[config.mk]
export PLATFORM = sky130hd
export DESIGN_NAME = pls_cell
export DESIGN_NICKNAME = d
export VERILOG_FILES = /design/src/rtl/pls_pkg.sv /design/src/rtl/pls_cell.sv
export SDC_FILE = /design/constraint.sdc
export NUM_CORES = 1
export LEC_CHECK = 0
export BUFFER_PORTS_ARGS = -buffer_cell sky130_fd_sc_hd__buf_2
export CELL_PAD_IN_SITES_DETAIL_PLACEMENT = 0
export CELL_PAD_IN_SITES_GLOBAL_PLACEMENT = 2
export CORE_MARGIN = 2
export CORE_UTILIZATION = 23
export DETAILED_ROUTE_END_ITERATION = 7
export PLACE_DENSITY = 0.9
export SETUP_SLACK_MARGIN = 0.15
export SYNTH_ARGS = -nofsm -noshare
export SYNTH_HDL_FRONTEND = slang
export SYNTH_SLANG_ARGS = --single-unit
export TNS_END_PERCENT = 50
[constraint.sdc]
create_clock -name i_clk -period 1.75 [get_ports i_clk]
set_clock_uncertainty 0.2 [all_clocks]
set_input_delay 0.175 -clock i_clk [delete_from_list [all_inputs] [get_ports i_clk]]
set_output_delay 0.175 -clock i_clk [all_outputs]
set_load 0.03 [all_outputs]
[src/rtl/pls_pkg.sv]
// ----------------------------------------------------------------------------
// pls_pkg
// shared constants, request/response types and cell control for the
// positional list store
// ----------------------------------------------------------------------------
package pls_pkg;

    localparam int CAPACITY   = 128;
    localparam int DATA_WIDTH = 32;
    localparam int VALUE_W    = 32;
    localparam int POS_W      = 8;
    localparam int CNT_W      = 8;

    // two-level priority encode for find
    localparam int GROUP_SIZE = 16;
    localparam int NUM_GROUPS = CAPACITY / GROUP_SIZE;
    localparam int LOC_W      = $clog2(GROUP_SIZE);
    localparam int GRP_W      = (NUM_GROUPS > 1) ? $clog2(NUM_GROUPS) : 1;

    localparam logic [1:0] CMD_INSERT = 2'd0;
    localparam logic [1:0] CMD_DELETE = 2'd1;
    localparam logic [1:0] CMD_FIND   = 2'd2;
    localparam logic [1:0] CMD_CLEAR  = 2'd3;

    localparam logic [1:0] ST_OK    = 2'd0;
    localparam logic [1:0] ST_RANGE = 2'd1;
    localparam logic [1:0] ST_FULL  = 2'd2;

    // per-cell update codes
    localparam logic [1:0] CELL_HOLD  = 2'd0;
    localparam logic [1:0] CELL_LEFT  = 2'd1;
    localparam logic [1:0] CELL_RIGHT = 2'd2;
    localparam logic [1:0] CELL_LOAD  = 2'd3;

    typedef logic [DATA_WIDTH-1:0] t_word;

    typedef struct packed {
        logic [1:0]                command;
        logic [POS_W-1:0]          position;
        logic signed [VALUE_W-1:0] value;
    } t_req;

    typedef struct packed {
        logic [1:0]       status;
        logic [POS_W-1:0] found_position;
        logic [CNT_W-1:0] count;
    } t_resp;

    typedef struct packed {
        logic [1:0] op;
        logic       valid;
        logic       cmp;
    } t_cell_ctrl;

    // sign-extend the request value and keep the low DATA_WIDTH bits
    function automatic t_word to_word(input logic [VALUE_W-1:0] v);
        logic [2*VALUE_W-1:0] ext;
        ext = {{VALUE_W{v[VALUE_W-1]}}, v};
        return ext[DATA_WIDTH-1:0];
    endfunction

endpackage

[src/rtl/pls_cell.sv]
// ----------------------------------------------------------------------------
// pls_cell
// one list slot: holds a word, shifts with its neighbors, flags a match
// ----------------------------------------------------------------------------
module pls_cell (
    input  logic                i_clk,
    input  logic                i_rst_n,
    input  pls_pkg::t_cell_ctrl i_ctrl,
    input  pls_pkg::t_word      i_left,
    input  pls_pkg::t_word      i_right,
    input  pls_pkg::t_word      i_key,
    output pls_pkg::t_word      o_word,
    output logic                o_match
);
    import pls_pkg::*;

    t_word r_word;
    logic  r_match;

    always_ff @(posedge i_clk) begin
        case (i_ctrl.op)
            CELL_LEFT:  r_word <= i_left;
            CELL_RIGHT: r_word <= i_right;
            CELL_LOAD:  r_word <= i_key;
            default:    r_word <= r_word;
        endcase
    end

    // match flag held until the next find
    always_ff @(posedge i_clk) begin
        if (!i_rst_n) begin
            r_match <= 1'b0;
        end else if (i_ctrl.cmp) begin
            r_match <= i_ctrl.valid && (r_word == i_key);
        end
    end

    assign o_word  = r_word;
    assign o_match = r_match;

endmodule

# After elaboration in Yosys (flattened, before gate mapping)

Cells that the tools add are included.

Flip-flop bits (word level): 33
Input bits: 102

Equality and inequality tests: 4
Multiplexer cells: 1
Reductions and logical operators: 2

Operator list:

| cell               | number |
|---|---|
| $pmux 32 s3        | 1 |
| $eq 32x32->1       | 1 |
| $eq 2x2->1 const B | 2 |
| $reduce_bool 3->1  | 1 |
| $eq 2x1->1 const B | 1 |
| $logic_and 1x1->1  | 1 |

# Depth between registers and ports, before layout

Gate-level depths: netlist of run 1.

Word-level depth: 2
Gate-level depth with buffers: 5

# Worst setup path after synthesis of run 1

Ideal clock, no wire load.

Path type: input port to flip-flop
From: input port i_ctrl[2] (netlist bit)
To: register r_word[0], in the netlist o_word[0] (enable)
Arrival: 0.977 ns
Data required time: 1.175 ns
Path slack: 0.198 ns
Cell stages on the path: 3
Buffers on the path: 2
Cell sequence: buf_4 > buf_4 > or2_2

Cells in the longest elaborated chain, start to end: 2

RTL lines:

| what                                     | line           | RTL |
|---|---|---|
| from (decl)                              | pls_cell.sv:8  | `input pls_pkg::t_cell_ctrl i_ctrl,` |
| $eq 2x2->1 or $eq 2x1->1 (tied branches) | pls_cell.sv:21 | `case (i_ctrl.op)` |
| $reduce_bool 3->1 (no source line) (*)   | n/a            |  |
| to (signal assigned)                     | pls_cell.sv:22 | `CELL_LEFT: r_word <= i_left;` |
| to (signal assigned)                     | pls_cell.sv:23 | `CELL_RIGHT: r_word <= i_right;` |
| to (signal assigned)                     | pls_cell.sv:24 | `CELL_LOAD: r_word <= i_key;` |
| to (decl)                                | pls_cell.sv:17 | `t_word r_word;` |

Mark *: on every way between the ends. The rest lies on a longest branch, timed or not.
A chain may end at the register's enable or synchronous reset.

# Worst setup path after layout of run 1

From: register r_word[26], in the netlist o_word[26]
To: register r_match, in the netlist o_match

Cells in the longest elaborated chain, start to end: 2

RTL lines:

| what                 | line           | RTL |
|---|---|---|
| $eq 32x32->1         | pls_cell.sv:34 | `r_match <= i_ctrl.valid && (r_word == i_key);` |
| $logic_and 1x1->1    | pls_cell.sv:34 |  |
| to (signal assigned) | pls_cell.sv:34 |  |
| to (decl)            | pls_cell.sv:18 | `logic r_match;` |

Every way passes these cells.

==> results of run 1 <==
==> Yosys cell counts <==
master,count
nand3_1,1
nor2_1,32
nor3_1,1
nand2_1,1
a21oi_1,32
nor4_1,2
edfxtp_1,32
nand3b_1,1
clkbuf_1,6
xor2_1,3
dfxtp_1,1
nand4_1,8
buf_4,5
or2_2,1
mux2i_1,32
xnor2_1,29
==> report_power, final <==
| part | leakage (nW) | total, mW | switching [mW] | internal (mW) |
|---|---|---|---|---|
| clock network | 0.0395 | 0.559 | 0.276 | 0.283 |
| logic | 0.961 | 0.708 | 0.415 | 0.293 |
| registers | 0.330 | 1.03 | 0.0569 | 0.977 |
| total | 1.33 | 2.30 | 0.748 | 1.55 |
==> worst max-delay path, delay by kind of cell, from the launching register on <==
kind,cells,cell delay [ns]
XOR/XNOR,1,0.16
AND/OR/NAND/NOR,4,0.71
flip-flops,1,0.42
==> layout make-up <==
type                            count  area, sq um
Clock buffer                        8        80.08
Tap cell                          108        135.1
Fill cell                         895         5670
Sequential cell                    33        980.9
Multi-Input combinational cell    143         1008
Timing Repair Buffer              138        718.2
==> stage by stage <==
stage                       util  hold WS, ns  area (sq um)
after global routing      0.3401      0.02346          2923
after detailed placement  0.3241       0.2361          2785
after floorplan                -       0.1070          2012
after global placement    0.3241       0.2329          2785
after CTS                 0.3374     0.005291          2899
final                     0.3401      0.01685          2923
==> logic make-up (layout without fill, tap and decap cells) <==
family | Yosys count | after routing | synth area share
xor+xnor | 32 | 32 | 0.1393
simple gates | 47 | 47 | 0.1045
buf+inv | 11 | 146 | 0.02985
flops | 33 | 33 | 0.4876
mux | 32 | 32 | 0.1592
compound gates | 32 | 32 | 0.07960
==> metal layers <==
| layer | track usage | vias to the layer above |
|---|---|---|
| li1 | - | 945 |
| met5 | 0 | - |
| met1 | 0.1498 | 836 |
| met3 | 0.04317 | 6 |
| met2 | 0.2106 | 100 |
| met4 | 0.02885 | 0 |
==> registers in the layout, summed over array words and instances, names as in the netlist <==
signal   cells
o_word      32
o_match      1
==> worst paths after layout <==
kind | startpoint | end | cells after the start
max | o_word[26] | o_match | 5
min | i_left[0] | o_word[0] | 3
max reg2reg | o_word[26] | o_match | 5
min reg2reg | o_word[28] | o_match | 5
==> repair_timing <==
action | 4_1_cts | 5_1_grt
endpoints found under the hold margin | 1 | 0
endpoints found under the setup margin | 1 | 1
pin swaps | 2 | 2
hold buffers | 2 | 0
resized for setup | 2 | 3
==> reports/qor.csv, run 1 <==
metric,value,unit
yosysWarnings,0,
place_congestion,0.7263,
start_kind,flip-flop,
clock_path_buffers,2,
grt_pass1_wl,9397,um
drc,0,
wl_per_cell,13.47,um
top_layer,met4,
via_per_inst,4.388,
max_slew.worst_pin.slew,0.7957,ns
grt_pass1_vias,1896,
cts_buffers,5,
num_antenna_cells,0,
cts_setup_buffers,0,
ys_seq_area_frac,0.4876,
hpwl,4431,um
worstPathMaxFanout,2,
dieArea,9512,sq um
path_clk_slew,0.07,ns
final_common_cell,buf_2,
cp_data_required_time,1.77,ns
rows,34,
setup_ws,0.2017,ns
via_count,1887,
antenna_found_initial,0,
ys_seq_elements,33,
cts_tree,done,
leakagePower,1.331,nW
cp.arrival,1.57,ns
die_x,97.53,um
cap_violations,0,
cpMaxStageDelayCell,edfxtp_1,
cts_root_buf,clkbuf_8,
final_cells,430,
max_freq,645.9,MHz
port_buffers,134,
routed-wl-met2,2771,um
ios,135,
rsz0062_at_grt,true,
worst-setup-path-type,flip-flop to flip-flop,
worstPathCellList,xnor2_2 -> nand4_1 -> nor4_4 -> nand3_1 -> nand2_1,
finalPower,2.301,mW
dp.cells,420,
final.period_utilization,0.8847,
dp_slack,0.07198,ns
synth_top_cell_area_share,0.4776,
area_growth,45.27,%
syn-instance-count,187,
synth_area_leaders,"edfxtp_1 (48%), mux2i_1 (16%), xnor2_1 (13%)",
drive_gt1_frac,0.4534,
dr.pass1.iters,4,
clk_latency,0.28,ns
synth_nets,289,
fp.dieH,97.53,um
fin_setup_tns,0,ns
timing.reg2reg.setup_slack,0.20,ns
met3_wirelength,594,um
first_iter_violations,38,
grt_max_degree,65,
crit_path_end_kind,flip-flop,
relSlewSlack,0.4695,
pwr_density_cell,787.2,nW/um^2
max_stage_delay,0.42,ns
synth_top_cell_by_area,edfxtp_1,
antenna_left,0,
drt-total-wl,5791,um
clock-sinks,33,
hp-class,primary input to flip-flop,
status,"finished, final reports clean",
post-route-min-period,1.548,ns
syn_area_per_cell,10.76,sq um
htree_levels,2,
fp.coreArea,8593,sq um
grt_overflow_total,0,
layout.nets,423,
routedLengthMet1,2369,um
ir_worst_vdd,301.6,uV
start_util,0.2341,
grt_util_all_layers,0.1235,
drv_slew,0,
hold_viol_final,0,
netlist_area,2012,sq um
setup_viol,0,
synth_cell_types,16,
layout_common_cells,"buf_2 (134), mux2i_1 (32), nor2_1 (32), a21oi_1 (32), edfxtp_1 (32)",
Note: power is estimated with default switching activity, not from simulation.
==> inputs of run 2 (changes only) <==
--- a/config.mk
+++ b/config.mk
@@ -11,7 +11,7 @@
 export CORE_MARGIN = 2
 export CORE_UTILIZATION = 23
 export DETAILED_ROUTE_END_ITERATION = 7
-export PLACE_DENSITY = 0.9
+export PLACE_DENSITY = 0.78
 export SETUP_SLACK_MARGIN = 0.15
 export SYNTH_ARGS = -nofsm -noshare
 export SYNTH_HDL_FRONTEND = slang
==> run 2 against run 1 <==
Net effect: final area decreased by 0.17%; global-route usage decreased by 0.30 points; total power increased by 1.5%; worst hold slack improved by 0.00092 ns; sequential cell count unchanged; cell count unchanged; worst setup slack improved by 0.013 ns; critical path type is now primary input to flip-flop; critical endpoint unchanged; largest cell class unchanged; largest power group unchanged.
==> reports/qor.csv, run 2 (synthesis results as in run 1) <==
metric,value,unit,change
final_util,0.3395,,-0.0005820
timing.reg2reg.setup_slack,0.24,ns,+0.04 ns
reg2regPathDepth,5,,unchanged
max_freq,651.5,MHz,+0.86%
grt_max_degree,65,,unchanged
layout_common_cells,"buf_2 (134), mux2i_1 (32), nor2_1 (32), a21oi_1 (32), edfxtp_1 (32)",,
fp.dieH,97.53,um,unchanged
area_growth,45.02,%,
drc,0,,unchanged
max_slew.worst_pin.slew,0.7773,ns,-0.01844 ns
grt_pass1_vias,1852,,-2.3%
ios,135,,unchanged
timing.rr.end,o_match,,
grt_util_all_layers,0.1205,,-0.002999
cts_tree,done,,
status,"finished, final reports clean",,
ir_worst_vdd,242.2,uV,-20%
cts_root_buf,clkbuf_8,,
cts_buffers,5,,unchanged
worstPathCellList,dlygate4sd3_1 -> buf_2 -> nand3b_1 -> dlygate4sd3_1 -> nand2_1,,
first_iter_violations,26,,-32%
cap_violations,0,,unchanged
pwr_density_cell,800.4,nW/um^2,+1.7%
crit_path_end_kind,flip-flop,,
hold_viol_final,0,,unchanged
die_x,97.53,um,unchanged
fin_setup_tns,0,ns,unchanged
setup_ws,0.2150,ns,+0.01327 ns
min_to,o_word[13],,
final_common_cell,buf_2,,
antenna_left,0,,unchanged
num_antenna_cells,0,,unchanged
grt_pass1_wl,9156,um,-2.6%
start_util,0.2341,,unchanged
drv_slew,0,,unchanged
path_delay_family,buffers and inverters,,
clock-sinks,33,,unchanged
cp.arrival,1.51,ns,-0.06 ns
port_buffers,134,,unchanged
setup_viol,0,,unchanged
regArea,980.9,sq um,unchanged
fin_area,2918,sq um,-0.17%
fp.coreArea,8593,sq um,unchanged
cp_data_required_time,1.73,ns,-0.04 ns
drt-total-wl,5883,um,+1.6%
wl_per_cell,13.68,um,+1.6%
worstPathMaxFanout,2,,unchanged
hold_path_depth,3,,unchanged
finalPower,2.335,mW,+1.5%
rsz0062_at_grt,true,,
post-route-min-period,1.535,ns,-0.01327 ns
clock_path_buffers,2,,unchanged
rr_startpoint,o_word[8],,
final.period_utilization,0.8771,,-0.007585
cp.buffers_inverters,3,,+3
grt_overflow_total,0,,unchanged
cpMaxStageDelayCell,dlygate4sd3_1,,
multi_input_area,993.5,sq um,-1.5%
cp_common_cell,dlygate4sd3_1,,
via_per_inst,4.356,,-0.74%
htree_levels,2,,unchanged
dp_slack,0.05401,ns,-0.01797 ns
layout.nets,423,,unchanged
antenna_found_initial,0,,unchanged
cts_setup_buffers,0,,unchanged
largest_reg_flops,32,,unchanged
hpwl,4585,um,+3.5%
path_clk_slew,0.07,ns,about the same
fill_cells,962,,+7.5%
relSlewSlack,0.4818,,+0.01230
hp-start,i_left[13],,
leakagePower,1.325,nW,-0.41%
place_congestion,0.7443,,+2.5%
place_area,2785,sq um,unchanged
via_count,1873,,-0.74%
drive_gt1_frac,0.4503,,-0.003106
start_kind,primary input,,
dieArea,9512,sq um,unchanged
clk_latency,0.28,ns,about the same
dr.pass1.iters,3,,-1
worst-setup-path-type,primary input to flip-flop,,
hp-class,primary input to flip-flop,,
rows,34,,unchanged
max_stage_delay,0.57,ns,+0.15 ns
## run 2: timing repair
action                                 CTS  global route
gates cloned                             0             0
gates resized for setup                  2             1
hold buffers                             2             0
setup endpoints to repair                1             1
endpoints found under the hold margin    1             0
pin swaps                                1             0
## run 2: power breakdown
part | total, mW | switching, mW | internal [mW]
clock | 0.596 | 0.276 | 0.321
sequential | 1.03 | 0.0562 | 0.977
combinational | 0.706 | 0.417 | 0.289
total | 2.34 | 0.748 | 1.59
## run 2: cell type report
type                       count  share of cell area
multi-input combinational    143              0.3405
sequential                    33              0.3362
timing repair buffer         138              0.2461
tap                          108             0.04631
clock buffer                   8             0.03087
## run 2: worst max path at each step
stage / startpoint / endpoint / slack, ns / cells past startpoint
final: i_rst_n / o_match / 0.21 / 5
after global placement: o_word[21] / o_match / 0.02 / 5
after CTS: o_word[0] / o_match / 0.16 / 5
after floorplan: i_ctrl[2] / o_word[0] / 0.20 / 3
after global routing: o_word[8] / o_match / 0.06 / 5
after detailed placement: o_word[21] / o_match / 0.05 / 5
## run 2: per-layer routing
layer	part of all wire	wire length (um)	vias up	track usage
met5	0	0	-	0
met4	0.0083	49	0	0.02564
met3	0.075	439	6	0.03813
met2	0.47	2766	84	0.2037
met1	0.45	2628	838	0.1512
li1	-	-	945	-
## run 2: worst register-to-register path, delay by kind of cell (launching register included)
| family | cells | cell delay (ns) |
|---|---|---|
| xor gates and xnor gates | 1 | 0.16 |
| DFF | 1 | 0.41 |
| and+or+nand+nor | 4 | 0.68 |
## run 2: per-stage QoR
stage                     instances  hold WS (ns)
after CTS                       430      0.007891
after global routing            430       0.02170
after floorplan                 187        0.1070
final                           430       0.01777
after global placement          420        0.2396
after detailed placement        420        0.2452
