File: src/rtl/pls_pkg.sv
// ----------------------------------------------------------------------------
// pls_pkg
// shared constants, request/response types and cell control for the
// positional list store
// ----------------------------------------------------------------------------
package pls_pkg;

    localparam int CAPACITY   = 128;
    localparam int DATA_WIDTH = 32;
    localparam int VALUE_W    = 32;
    localparam int POS_W      = 8;
    localparam int CNT_W      = 8;

    // two-level priority encode for find
    localparam int GROUP_SIZE = 16;
    localparam int NUM_GROUPS = CAPACITY / GROUP_SIZE;
    localparam int LOC_W      = $clog2(GROUP_SIZE);
    localparam int GRP_W      = (NUM_GROUPS > 1) ? $clog2(NUM_GROUPS) : 1;

    localparam logic [1:0] CMD_INSERT = 2'd0;
    localparam logic [1:0] CMD_DELETE = 2'd1;
    localparam logic [1:0] CMD_FIND   = 2'd2;
    localparam logic [1:0] CMD_CLEAR  = 2'd3;

    localparam logic [1:0] ST_OK    = 2'd0;
    localparam logic [1:0] ST_RANGE = 2'd1;
    localparam logic [1:0] ST_FULL  = 2'd2;

    // per-cell update codes
    localparam logic [1:0] CELL_HOLD  = 2'd0;
    localparam logic [1:0] CELL_LEFT  = 2'd1;
    localparam logic [1:0] CELL_RIGHT = 2'd2;
    localparam logic [1:0] CELL_LOAD  = 2'd3;

    typedef logic [DATA_WIDTH-1:0] t_word;

    typedef struct packed {
        logic [1:0]                command;
        logic [POS_W-1:0]          position;
        logic signed [VALUE_W-1:0] value;
    } t_req;

    typedef struct packed {
        logic [1:0]       status;
        logic [POS_W-1:0] found_position;
        logic [CNT_W-1:0] count;
    } t_resp;

    typedef struct packed {
        logic [1:0] op;
        logic       valid;
        logic       cmp;
    } t_cell_ctrl;

    // sign-extend the request value and keep the low DATA_WIDTH bits
    function automatic t_word to_word(input logic [VALUE_W-1:0] v);
        logic [2*VALUE_W-1:0] ext;
        ext = {{VALUE_W{v[VALUE_W-1]}}, v};
        return ext[DATA_WIDTH-1:0];
    endfunction

endpackage

File: src/rtl/pls_group_enc.sv
// ----------------------------------------------------------------------------
// pls_group_enc
// registered lowest-set-bit encoder over one group of match flags
// ----------------------------------------------------------------------------
module pls_group_enc (
    input  logic                                     i_clk,
    input  logic                                     i_rst_n,
    input  logic [pls_pkg::GROUP_SIZE-1:0]           i_flags,
    output logic                                     o_hit,
    output logic [pls_pkg::LOC_W-1:0]                o_idx
);
    import pls_pkg::*;

    logic             n_hit;
    logic [LOC_W-1:0] n_idx;
    logic             r_hit;
    logic [LOC_W-1:0] r_idx;

    always_comb begin
        n_hit = 1'b0;
        n_idx = '0;
        for (int k = GROUP_SIZE - 1; k >= 0; k--) begin
            if (i_flags[k]) begin
                n_hit = 1'b1;
                n_idx = LOC_W'(k);
            end
        end
    end

    always_ff @(posedge i_clk) begin
        if (!i_rst_n) begin
            r_hit <= 1'b0;
        end else begin
            r_hit <= n_hit;
        end
    end

    always_ff @(posedge i_clk) begin
        r_idx <= n_idx;
    end

    assign o_hit = r_hit;
    assign o_idx = r_idx;

endmodule

File: config.mk
export PLATFORM = sky130hd
export DESIGN_NAME = pls_group_enc
export DESIGN_NICKNAME = d
export VERILOG_FILES = /design/src/rtl/pls_pkg.sv /design/src/rtl/pls_group_enc.sv
export SDC_FILE = /design/constraint.sdc
export NUM_CORES = 1
export LEC_CHECK = 0
export BUFFER_PORTS_ARGS = -buffer_cell sky130_fd_sc_hd__buf_2
export CORE_AREA = 5 5 42 44
export CTS_BUF_LIST = sky130_fd_sc_hd__clkbuf_4 sky130_fd_sc_hd__clkbuf_8 sky130_fd_sc_hd__clkbuf_16
export DETAILED_ROUTE_END_ITERATION = 12
export DIE_AREA = 0 0 47 49
export GPL_TIMING_DRIVEN = 0
export HOLD_SLACK_MARGIN = 0.03
export PLACE_DENSITY_LB_ADDON = 0.25
export SYNTH_ARGS = -nofsm -noshare
export SYNTH_HDL_FRONTEND = slang
export SYNTH_SLANG_ARGS = --single-unit
export TNS_END_PERCENT = 20
File: constraint.sdc
create_clock -name i_clk -period 1.4 [get_ports i_clk]
set_clock_uncertainty 0.05 [all_clocks]
set_input_delay 0.14 -clock i_clk [delete_from_list [all_inputs] [get_ports i_clk]]
set_output_delay 0.14 -clock i_clk [all_outputs]
set_load 0.02 [all_outputs]
# Word-level counts from Yosys, hierarchy flattened
# Index checks and enable logic that the tools add are counted.
[totals] regBits=5 output_inout_bits=5 elab_cells=39
[op_classes] mux=31 reduce_logical=3
[ops] operator="$mux 4" n=8
[ops] operator="$mux 1" n=17
[ops] operator="$mux 3" n=4
[ops] operator="$reduce_or 8->1" n=1
[ops] operator="$mux 2" n=2
[ops] operator="$reduce_or 4->1" n=1
[ops] operator="$reduce_or 2->1" n=1

# Longest topological paths before layout
# Gate-level depths: netlist of run 1.
[logic_depth] ltp_word=16 mapped_depth=4 depth_no_buf=4

# Worst setup path after synthesis of run 1
# No wires, ideal clock.
[synth_timing] path_kind="input to register" from="input i_flags[11] (netlist bit)" to="register r_hit (netlist: o_hit)" arrival_ns=0.705 required_time_ns=1.235 slack_ns=0.530 path_stages=3 path_buffers=0 cell_sequence="nor4_2 > nand2_1 > o21a_1"
[synth_via] elab_chain_cells=12
[synth_lines] element="from (decl)" line_no="pls_group_enc.sv:8" rtl="input logic [pls_pkg::GROUP_SIZE-1:0] i_flags,"
[synth_lines] element="$mux 1 (12 in series)" line_no="pls_group_enc.sv:23" rtl="if (i_flags[k]) begin"
[synth_lines] element="to (signal assigned)" line_no="pls_group_enc.sv:34" rtl="r_hit <= n_hit;"
[synth_lines] element="to (decl)" line_no="pls_group_enc.sv:16" rtl="logic r_hit;"
# Every way passes these cells.
# A chain may end at the register's enable or synchronous reset.

# Final worst setup path of run 1
[layout_timing] from="register r_idx[3] (netlist: o_idx[3])" to="output o_idx[3] (netlist bit)"
[layout_rtl] element="from (decl)" line_no="pls_group_enc.sv:17" rtl="logic [LOC_W-1:0] r_idx;"
[layout_rtl] element="from (signal assigned)" line_no="pls_group_enc.sv:39" rtl="r_idx <= n_idx;"
[layout_rtl] element="to (decl)" line_no="pls_group_enc.sv:10" rtl="output logic [pls_pkg::LOC_W-1:0] o_idx"
# No word-level cell between the ends.

==> results of run 1 <==
[power groups by stage]
| stage | clock (mW) | sequential (mW) | combinational, mW |
|---|---|---|---|
| 6_report | 0.179 | 0.151 | 0.0806 |
| 4_1_cts | 0.188 | 0.151 | 0.0797 |
| 3_3_place_gp | 0 | 0.153 | 0.0785 |
| 2_1_floorplan | 0 | 0.162 | 0.0232 |
| 5_1_grt | 0.217 | 0.151 | 0.0897 |
| 3_5_place_dp | 0 | 0.153 | 0.0795 |
[metrics by stage]
step	instance area [um2]	util (%)
floorplan	285.3	-
global placement	415.4	29.64
detailed placement	415.4	29.64
CTS	445.4	31.79
global route	455.4	32.50
finish	455.4	32.50
[cells in the final DEF, fill, tap and decap left out, types with 2 or more instances in the layout]
cell type | synthesis | routed
buf_2 | 0 | 22
nor2_1 | 5 | 5
a21oi_1 | 5 | 5
dfxtp_1 | 5 | 5
clkbuf_4 | 0 | 4
nor4_2 | 3 | 3
nor3_1 | 3 | 3
nand2_1 | 3 | 3
inv_1 | 3 | 3
o21ai_0 | 2 | 2
[sequential cells by signal, summed over array words and instances, names as in the netlist]
name,cells
o_idx,4
o_hit,1
[cell families (layout without fill, tap and decap cells)]
logic type / after synthesis / after routing / share of synthesized area (%)
AND/OR/NAND/NOR: 17 / 17 / 35.53
buffers and inverters: 3 / 30 / 3.947
flip-flops: 5 / 5 / 35.09
AO/OA/AOI/OAI: 12 / 12 / 25.44
[repair_timing]
action,in CTS,in global routing
gates resized for setup,0,0
endpoints found under the hold margin,0,1
hold buffers,0,1
[cell type report]
class | count | share of cell area, %
clock buffer | 4 | 6.593
inverter | 3 | 2.473
multi-input combinational | 29 | 38.19
sequential | 5 | 21.98
tap | 16 | 4.396
timing repair buffer | 23 | 26.37
[worst max path at each step]
stage	start	end	slack, ns	cells after the start
after CTS	o_idx[3]	o_idx[3]	0.52	1
final	o_idx[3]	o_idx[3]	0.53	1
after detailed placement	i_flags[11]	o_hit	0.31	4
after global routing	o_idx[1]	o_idx[1]	0.46	1
after floorplan	i_flags[11]	o_hit	0.53	3
after global placement	i_flags[11]	o_hit	0.31	4
[metal layers]
metal	vias up	global-route usage (%)	wire, um
li1	189	-	-
met1	148	7.033	254
met2	12	11.31	388
met3	0	3.321	79
met4	0	8.295	0
met5	-	0	0
==> qor.yml, run 1 <==
timing:
  whs_ns: 0.08648
  maxSlewHeadroom_pct: 76.21
  setup_ws_ns: 0.5306
  finalSetupViolations: 0
  fmax_mhz: 1150
  period_minus_slack_ns: 0.8694
  finalCritPeriodShare_pct: 62.10
  finalHoldViolations: 0
  grt_setup_unrepaired: "no"
  setup_tns_ns: 0
  tightest_slew_ns: 0.3539
  drv_slew: 0
synthesis:
  ys_warn_count: 0
  synth_edf_count: 0
  syn_avg_cell_area_um2: 7.710
  ys_seq_elements: 5
  synth_cells: 37
  synth_area_leaders: "dfxtp_1 35%, nor4_2 13%, a21oi_1 8.8%"
  ys_seq_area_share_pct: 35.09
  synth_nets: 55
  synth_cell_types: 16
  synthesis.area_um2: 285.3
  yosysTopAreaCell: "dfxtp_1"
  async_reset_ff_share_pct: 0
  synth_top_area_share_pct: 35.09
  post_synth_most_frequent_cells: "5 x a21oi_1, 5 x dfxtp_1, 5 x nor2_1"
  synth_top_flop_cell: "dfxtp_1"
power_and_ir_drop:
  peakVddDrop_mv: 0.1962
  power_switching_uw: 97.67
  power_frac_comb_pct: 19.6
  p_seq_share_pct: 36.7
  internal_power_uw: 312.9
  clkPwrFrac_pct: 43.7
  cellLeakagePower_nw: 0.2162
  switching_share_pct: 23.79
  total_power_uw: 410.6
  p_per_area_nw_per_um2: 901.5
layout:
  syn_to_final_growth_pct: 59.65
  regArea_um2: 100.1
  multi_input_area_um2: 173.9
  layout.nets: 83
  nFillCells: 180
  final_layout_size_suffix_gt1_share_pct: 45.31
  layout.cells.non_filler: 80
  num_antenna_cells: 0
worst_setup_path:
  slowest_delay_ns: 0.29
  cp_cell_sequence: "buf_2"
  cpMaxStageDelayCell: "dfxtp_1"
  crit_family: "flip-flops"
  arrival_ns: 0.68
  cp-end-kind: "output pin"
  setup.worst_path.start_class: "register"
  worst-path-buf-inv: 1
  crit_type: "register to output pin"
  worstPathRequired_ns: 1.21
  path_max_fanout: 1
floorplan:
  io_pins: 23
  core-area_um2: 1401
  start_util_pct: 20.36
  row_count: 14
  die-area_um2: 2303
  die_h_um: 49
  die_w_um: 47
routing:
  drcViolationCount: 0
  firstDrtPassIters: 2
  via_per_inst: 4.363
  wirelength_um: 722
  routedWlPerCell_um: 9.025
  ant_nets: 0
  drtIter0Drc: 2
  vias: 349
global_routing:
  grt.overflow.total: 0
  grt_pass1_wl_mm: 1.193
  grtUsageTotal_pct: 7.676
  antenna_found_initial: 0
  grt_max_degree: 5
  grt_pass1_vias: 314
clocking:
  clockBufferDepth: 2
  cts-htree-levels: 1
  cts_root_buf: "clkbuf_4"
  cts_tree: "done"
  cts_setup_buffers: 0
  cts_sinks: 5
  cts_made_buffers: 3
  clk_pin_slew_ns: 0.04
worst_hold_path:
  worstHoldStart: "i_flags[0]"
  worstHoldEndpoint: "o_idx[0]"
  min_path_type: "input port to register"
  hold_depth: 2
place:
  numPortBuffers: 22
  placed_cells_incl_taps: 75
  place_ws_ns: 0.3066
  gp_congestion: 0.7490
  dp_hpwl_um: 664
outcome:
  status: "finished, final reports clean"
job:
  cap_viol_max_count: 0
(Power assumes the default switching activity.)
==> run 2: changes to the inputs <==
==> constraint.sdc (replaced) <==
create_clock -name i_clk -period 0.9 [get_ports i_clk]
set_clock_uncertainty 0.05 [all_clocks]
set_input_delay 0.09 -clock i_clk [delete_from_list [all_inputs] [get_ports i_clk]]
set_output_delay 0.09 -clock i_clk [all_outputs]
set_load 0.02 [all_outputs]
==> qor.yml, run 2 (synthesis results as in run 1) <==
layout:
  mostFrequentLayoutCell: "buf_2"
  mostFrequentLayoutCells: "22 x buf_2, 5 x nor2_1, 5 x a21oi_1, 5 x dfxtp_1, 4 x clkbuf_4"
  final_area_um2: 465.4
  largest_register_ffs: 4
  syn_to_final_growth_pct: 63.16
  layout.nets: 84
  num_antenna_cells: 0
  layout.cells.non_filler: 81
  final_layout_size_suffix_gt1_share_pct: 44.62
worst_setup_path:
  worst-path-buf-inv: 1
  crit_cells: 1
  cp-end-kind: "output pin"
  worstPathRequired_ns: 0.76
  crit_type: "register to output pin"
  cpMaxStageDelayCell: "dfxtp_1"
  crit_family: "flip-flops"
  startpoint: "o_idx[0]"
  path_max_fanout: 1
  setup.worst_path.start_class: "register"
  endpoint: "o_idx[0]"
  arrival_ns: 0.68
  slowest_delay_ns: 0.30
  cp_cell_sequence: "buf_2"
place:
  numPortBuffers: 22
  gp_congestion: 0.7490
  dpl_cell_area_um2: 415.4
  dp_hpwl_um: 664
  placed_cells_incl_taps: 75
power_and_ir_drop:
  internal_power_uw: 489.7
  p_seq_share_pct: 36.3
  clkPwrFrac_pct: 43.6
  cellLeakagePower_nw: 0.2204
  power_frac_comb_pct: 20.0
  total_power_uw: 644.7
  peakVddDrop_mv: 0.3122
  power_switching_uw: 155.0
  switching_share_pct: 24.05
  p_per_area_nw_per_um2: 1385
routing:
  wirelength_um: 751
  via_per_inst: 4.370
  wl_met3_um: 79
  wl_met2_um: 406
  vias: 354
  drtIter0Drc: 1
  top_layer_used: "met3"
  firstDrtPassIters: 2
  drcViolationCount: 0
  routedLengthMet1_um: 264
  ant_nets: 0
  routedWlPerCell_um: 9.272
clocking:
  clockBufferDepth: 2
  cts_tree: "done"
  cts_made_buffers: 3
  cts-htree-levels: 1
  clk_pin_slew_ns: 0.04
  cts_root_buf: "clkbuf_4"
  cts_sinks: 5
  cts_setup_buffers: 0
timing:
  finalSetupViolations: 0
  drv_slew: 0
  tightest_slew_ns: 0.3553
  finalCritPeriodShare_pct: 91.22
  grt_setup_unrepaired: "no"
  finalHoldViolations: 0
  setup_tns_ns: 0
  fmax_mhz: 1218
  maxSlewHeadroom_pct: 76.12
  period_minus_slack_ns: 0.8210
floorplan:
  io_pins: 23
  core-area_um2: 1401
  row_count: 14
  die_w_um: 47
  die-area_um2: 2303
  start_util_pct: 20.36
  die_h_um: 49
global_routing:
  grt.overflow.total: 0
  grt_pass1_wl_mm: 1.193
  antenna_found_initial: 0
  grt_max_degree: 5
  grtUsageTotal_pct: 7.676
  grt_pass1_vias: 314
job:
  cap_viol_max_count: 0
outcome:
  status: "finished, final reports clean"
worst_hold_path:
  min_path_type: "input port to register"
-- run 2: changes by cell type in the layout (fill, tap and decap cells not counted), sizes merged --
cell,delta
dlygate4sd3,+1
-- run 2: final cells by class --
class	count	area, um2
clock buffer	4	30.03
fill	178	935.9
inverter	3	11.26
multi-input combinational	29	173.9
sequential	5	100.1
tap	16	20.02
timing repair buffer	24	130.1
-- run 2: stage by stage --
stage | setup WS [ns] | utilization, % | hold slack [ns]
finish | 0.07898 | 33.21 | 0.09147
global route | 0.01206 | 33.21 | 0.08779
CTS | 0.06701 | 32.50 | 0.03066
detailed placement | -0.1434 | 29.64 | 0.2478
global placement | -0.1420 | 29.64 | 0.2517
floorplan | 0.08005 | - | 0.1545
-- run 2: worst min-delay path by stage --
stage,startpoint,endpoint,slack [ns],cells past startpoint
floorplan,i_flags[0],o_idx[0],0.15,1
global placement,i_rst_n,o_hit,0.25,2
detailed placement,i_rst_n,o_hit,0.25,2
CTS,i_flags[0],o_idx[0],0.03,2
global route,i_flags[1],o_idx[2],0.09,4
finish,i_flags[1],o_idx[1],0.09,4
-- run 2: per-layer routing --
layer,track usage (%),up-vias
met1,7.033,152
met3,3.321,0
met2,11.31,12
li1,-,190
met5,0,-
met4,8.295,0
-- run 2: power by group through the flow --
| stage | Combinational (mW) | Clock, mW | Sequential, mW |
|---|---|---|---|
| 2_1_floorplan | 0.0362 | 0 | 0.252 |
| 3_3_place_gp | 0.122 | 0 | 0.238 |
| 3_5_place_dp | 0.124 | 0 | 0.238 |
| 4_1_cts | 0.127 | 0.292 | 0.234 |
| 5_1_grt | 0.143 | 0.338 | 0.235 |
| 6_report | 0.129 | 0.281 | 0.234 |
-- run 2: timing repair --
action	in CTS	in global routing
hold endpoints to repair	1	1
hold buffers	1	1
gates resized for setup	0	0
endpoints found under the setup margin	0	0
==> run 3: changes to the inputs <==
--- a/config.mk
+++ b/config.mk
@@ -6,12 +6,14 @@
 export NUM_CORES = 1
 export LEC_CHECK = 0
 export BUFFER_PORTS_ARGS = -buffer_cell sky130_fd_sc_hd__buf_2
-export CORE_AREA = 5 5 42 44
+export CELL_PAD_IN_SITES_DETAIL_PLACEMENT = 1
+export CELL_PAD_IN_SITES_GLOBAL_PLACEMENT = 2
+export CORE_MARGIN = 5
+export CORE_UTILIZATION = 16
 export CTS_BUF_LIST = sky130_fd_sc_hd__clkbuf_4 sky130_fd_sc_hd__clkbuf_8 sky130_fd_sc_hd__clkbuf_16
 export DETAILED_ROUTE_END_ITERATION = 12
-export DIE_AREA = 0 0 47 49
 export GPL_TIMING_DRIVEN = 0
-export HOLD_SLACK_MARGIN = 0.03
+export HOLD_SLACK_MARGIN = 0.1
 export PLACE_DENSITY_LB_ADDON = 0.25
 export SYNTH_ARGS = -nofsm -noshare
 export SYNTH_HDL_FRONTEND = slang
==> qor.yml, run 3 (synthesis results as in run 1) <==
timing:
  finalCritPeriodShare_pct: 91.46
  finalSetupViolations: 0
  fmax_mhz: 1215
  setup_tns_ns: 0
  maxSlewHeadroom_pct: 77.22
  finalHoldViolations: 0
  drv_slew: 0
  grt_setup_unrepaired: "no"
  period_minus_slack_ns: 0.8232
  tightest_slew_ns: 0.3388
layout:
  syn_to_final_growth_pct: 67.10
  mostFrequentLayoutCells: "22 x buf_2, 5 x nor2_1, 5 x a21oi_1, 5 x dfxtp_1, 4 x clkbuf_4"
  largest_register_ffs: 4
  nFillCells: 228
  final_layout_size_suffix_gt1_share_pct: 44.62
  post-route-util_pct: 27.91
  multi_input_area_um2: 173.9
  regArea_um2: 100.1
  layout.nets: 84
  num_antenna_cells: 0
  final_area_um2: 476.7
  mostFrequentLayoutCell: "buf_2"
worst_hold_path:
  hold_depth: 4
  worstHoldEndpoint: "o_idx[1]"
  worstHoldStart: "i_flags[1]"
  min_path_type: "input port to register"
outcome:
  status: "finished, final reports clean"
global_routing:
  grt_pass1_wl_mm: 1.421
  grtUsageTotal_pct: 6.923
  use_met3_pct: 0.8547
  grt_pass1_vias: 374
  antenna_found_initial: 0
  grt.overflow.total: 0
  use_met1_pct: 8.562
  use_met2_pct: 10.88
  busiest_layer: "met2"
  grt_max_degree: 5
floorplan:
  start_util_pct: 16.70
  row_count: 15
  die_h_um: 52.23
  core-area_um2: 1708
  die_w_um: 52.23
  io_pins: 23
  die-area_um2: 2727
routing:
  via_per_inst: 3.922
  wirelength_um: 881
  firstDrtPassIters: 1
  drtIter0Drc: 0
  routedWlPerCell_um: 9.789
  ant_nets: 0
  drcViolationCount: 0
  vias: 353
clocking:
  cts_root_buf: "clkbuf_4"
  clockBufferDepth: 2
  cts_tree: "done"
  cts_sinks: 5
  clk_pin_slew_ns: 0.04
  cts_setup_buffers: 0
  cts-htree-levels: 1
  cts_made_buffers: 3
worst_setup_path:
  cp-end-kind: "output pin"
  cpMaxStageDelayCell: "dfxtp_1"
  path_max_fanout: 1
  cp_cell_sequence: "buf_2"
  setup.worst_path.start_class: "register"
  crit_type: "register to output pin"
  slowest_delay_ns: 0.30
  arrival_ns: 0.68
  worst-path-buf-inv: 1
  crit_family: "flip-flops"
  worstPathRequired_ns: 0.76
job:
  cap_viol_max_count: 0
place:
  numPortBuffers: 22
  gp_congestion: 0.6423
  dpl_cell_area_um2: 426.7
  dp_hpwl_um: 750
power_and_ir_drop:
  cellLeakagePower_nw: 0.2204
  p_per_area_nw_per_um2: 1357
  peakVddDrop_mv: 0.3085
[run 3: power by group]
group | switching [mW] | internal (mW) | leakage (nW)
Combinational | 0.0718 | 0.0601 | 0.161
Clock | 0.0840 | 0.197 | 0.0184
Sequential | 0.00161 | 0.233 | 0.0413
Total | 0.157 | 0.490 | 0.220
[run 3: routing by layer]
metal / vias up / share of wire [%] / wire length, um
met3: 0 / 8.2 / 72
li1: 190 / - / -
met1: 149 / 47 / 415
met2: 14 / 44 / 392
met5: - / 0 / 0
met4: 0 / 0 / 0
[run 3: area by class of cell]
class	instances	area share [%]
multi-input cells	29	36.48
inverters	3	2.362
repair buffers	24	27.30
flip-flops and latches	5	21.00
clock buffers	4	6.299
well taps	25	6.562
[run 3: how the worst max path moves through the flow]
stage	startpoint	end	slack (ns)	cells past startpoint
2_1_floorplan	i_flags[11]	o_hit	0.08	3
3_3_place_gp	i_flags[6]	o_hit	-0.17	4
3_5_place_dp	i_flags[11]	o_hit	-0.15	4
4_1_cts	o_idx[3]	o_idx[3]	0.06	1
5_1_grt	i_flags[11]	o_hit	0.002	4
6_report	o_idx[3]	o_idx[3]	0.08	1
[run 3: repair_timing]
action	CTS	global route
hold buffers	1	1
hold endpoints to repair	4	1
gates resized for setup	0	0
[run 3: per-stage QoR]
stage	hold WS (ns)	instances	setup WS, ns	total power, mW
after floorplan	0.1545	37	0.08005	0.2884
after global placement	0.2556	84	-0.1652	0.3642
after detailed placement	0.2528	84	-0.1466	0.3641
after CTS	0.04390	89	0.06212	0.6586
after global routing	0.1046	90	0.002091	0.6973
final	0.08921	90	0.07682	0.6471
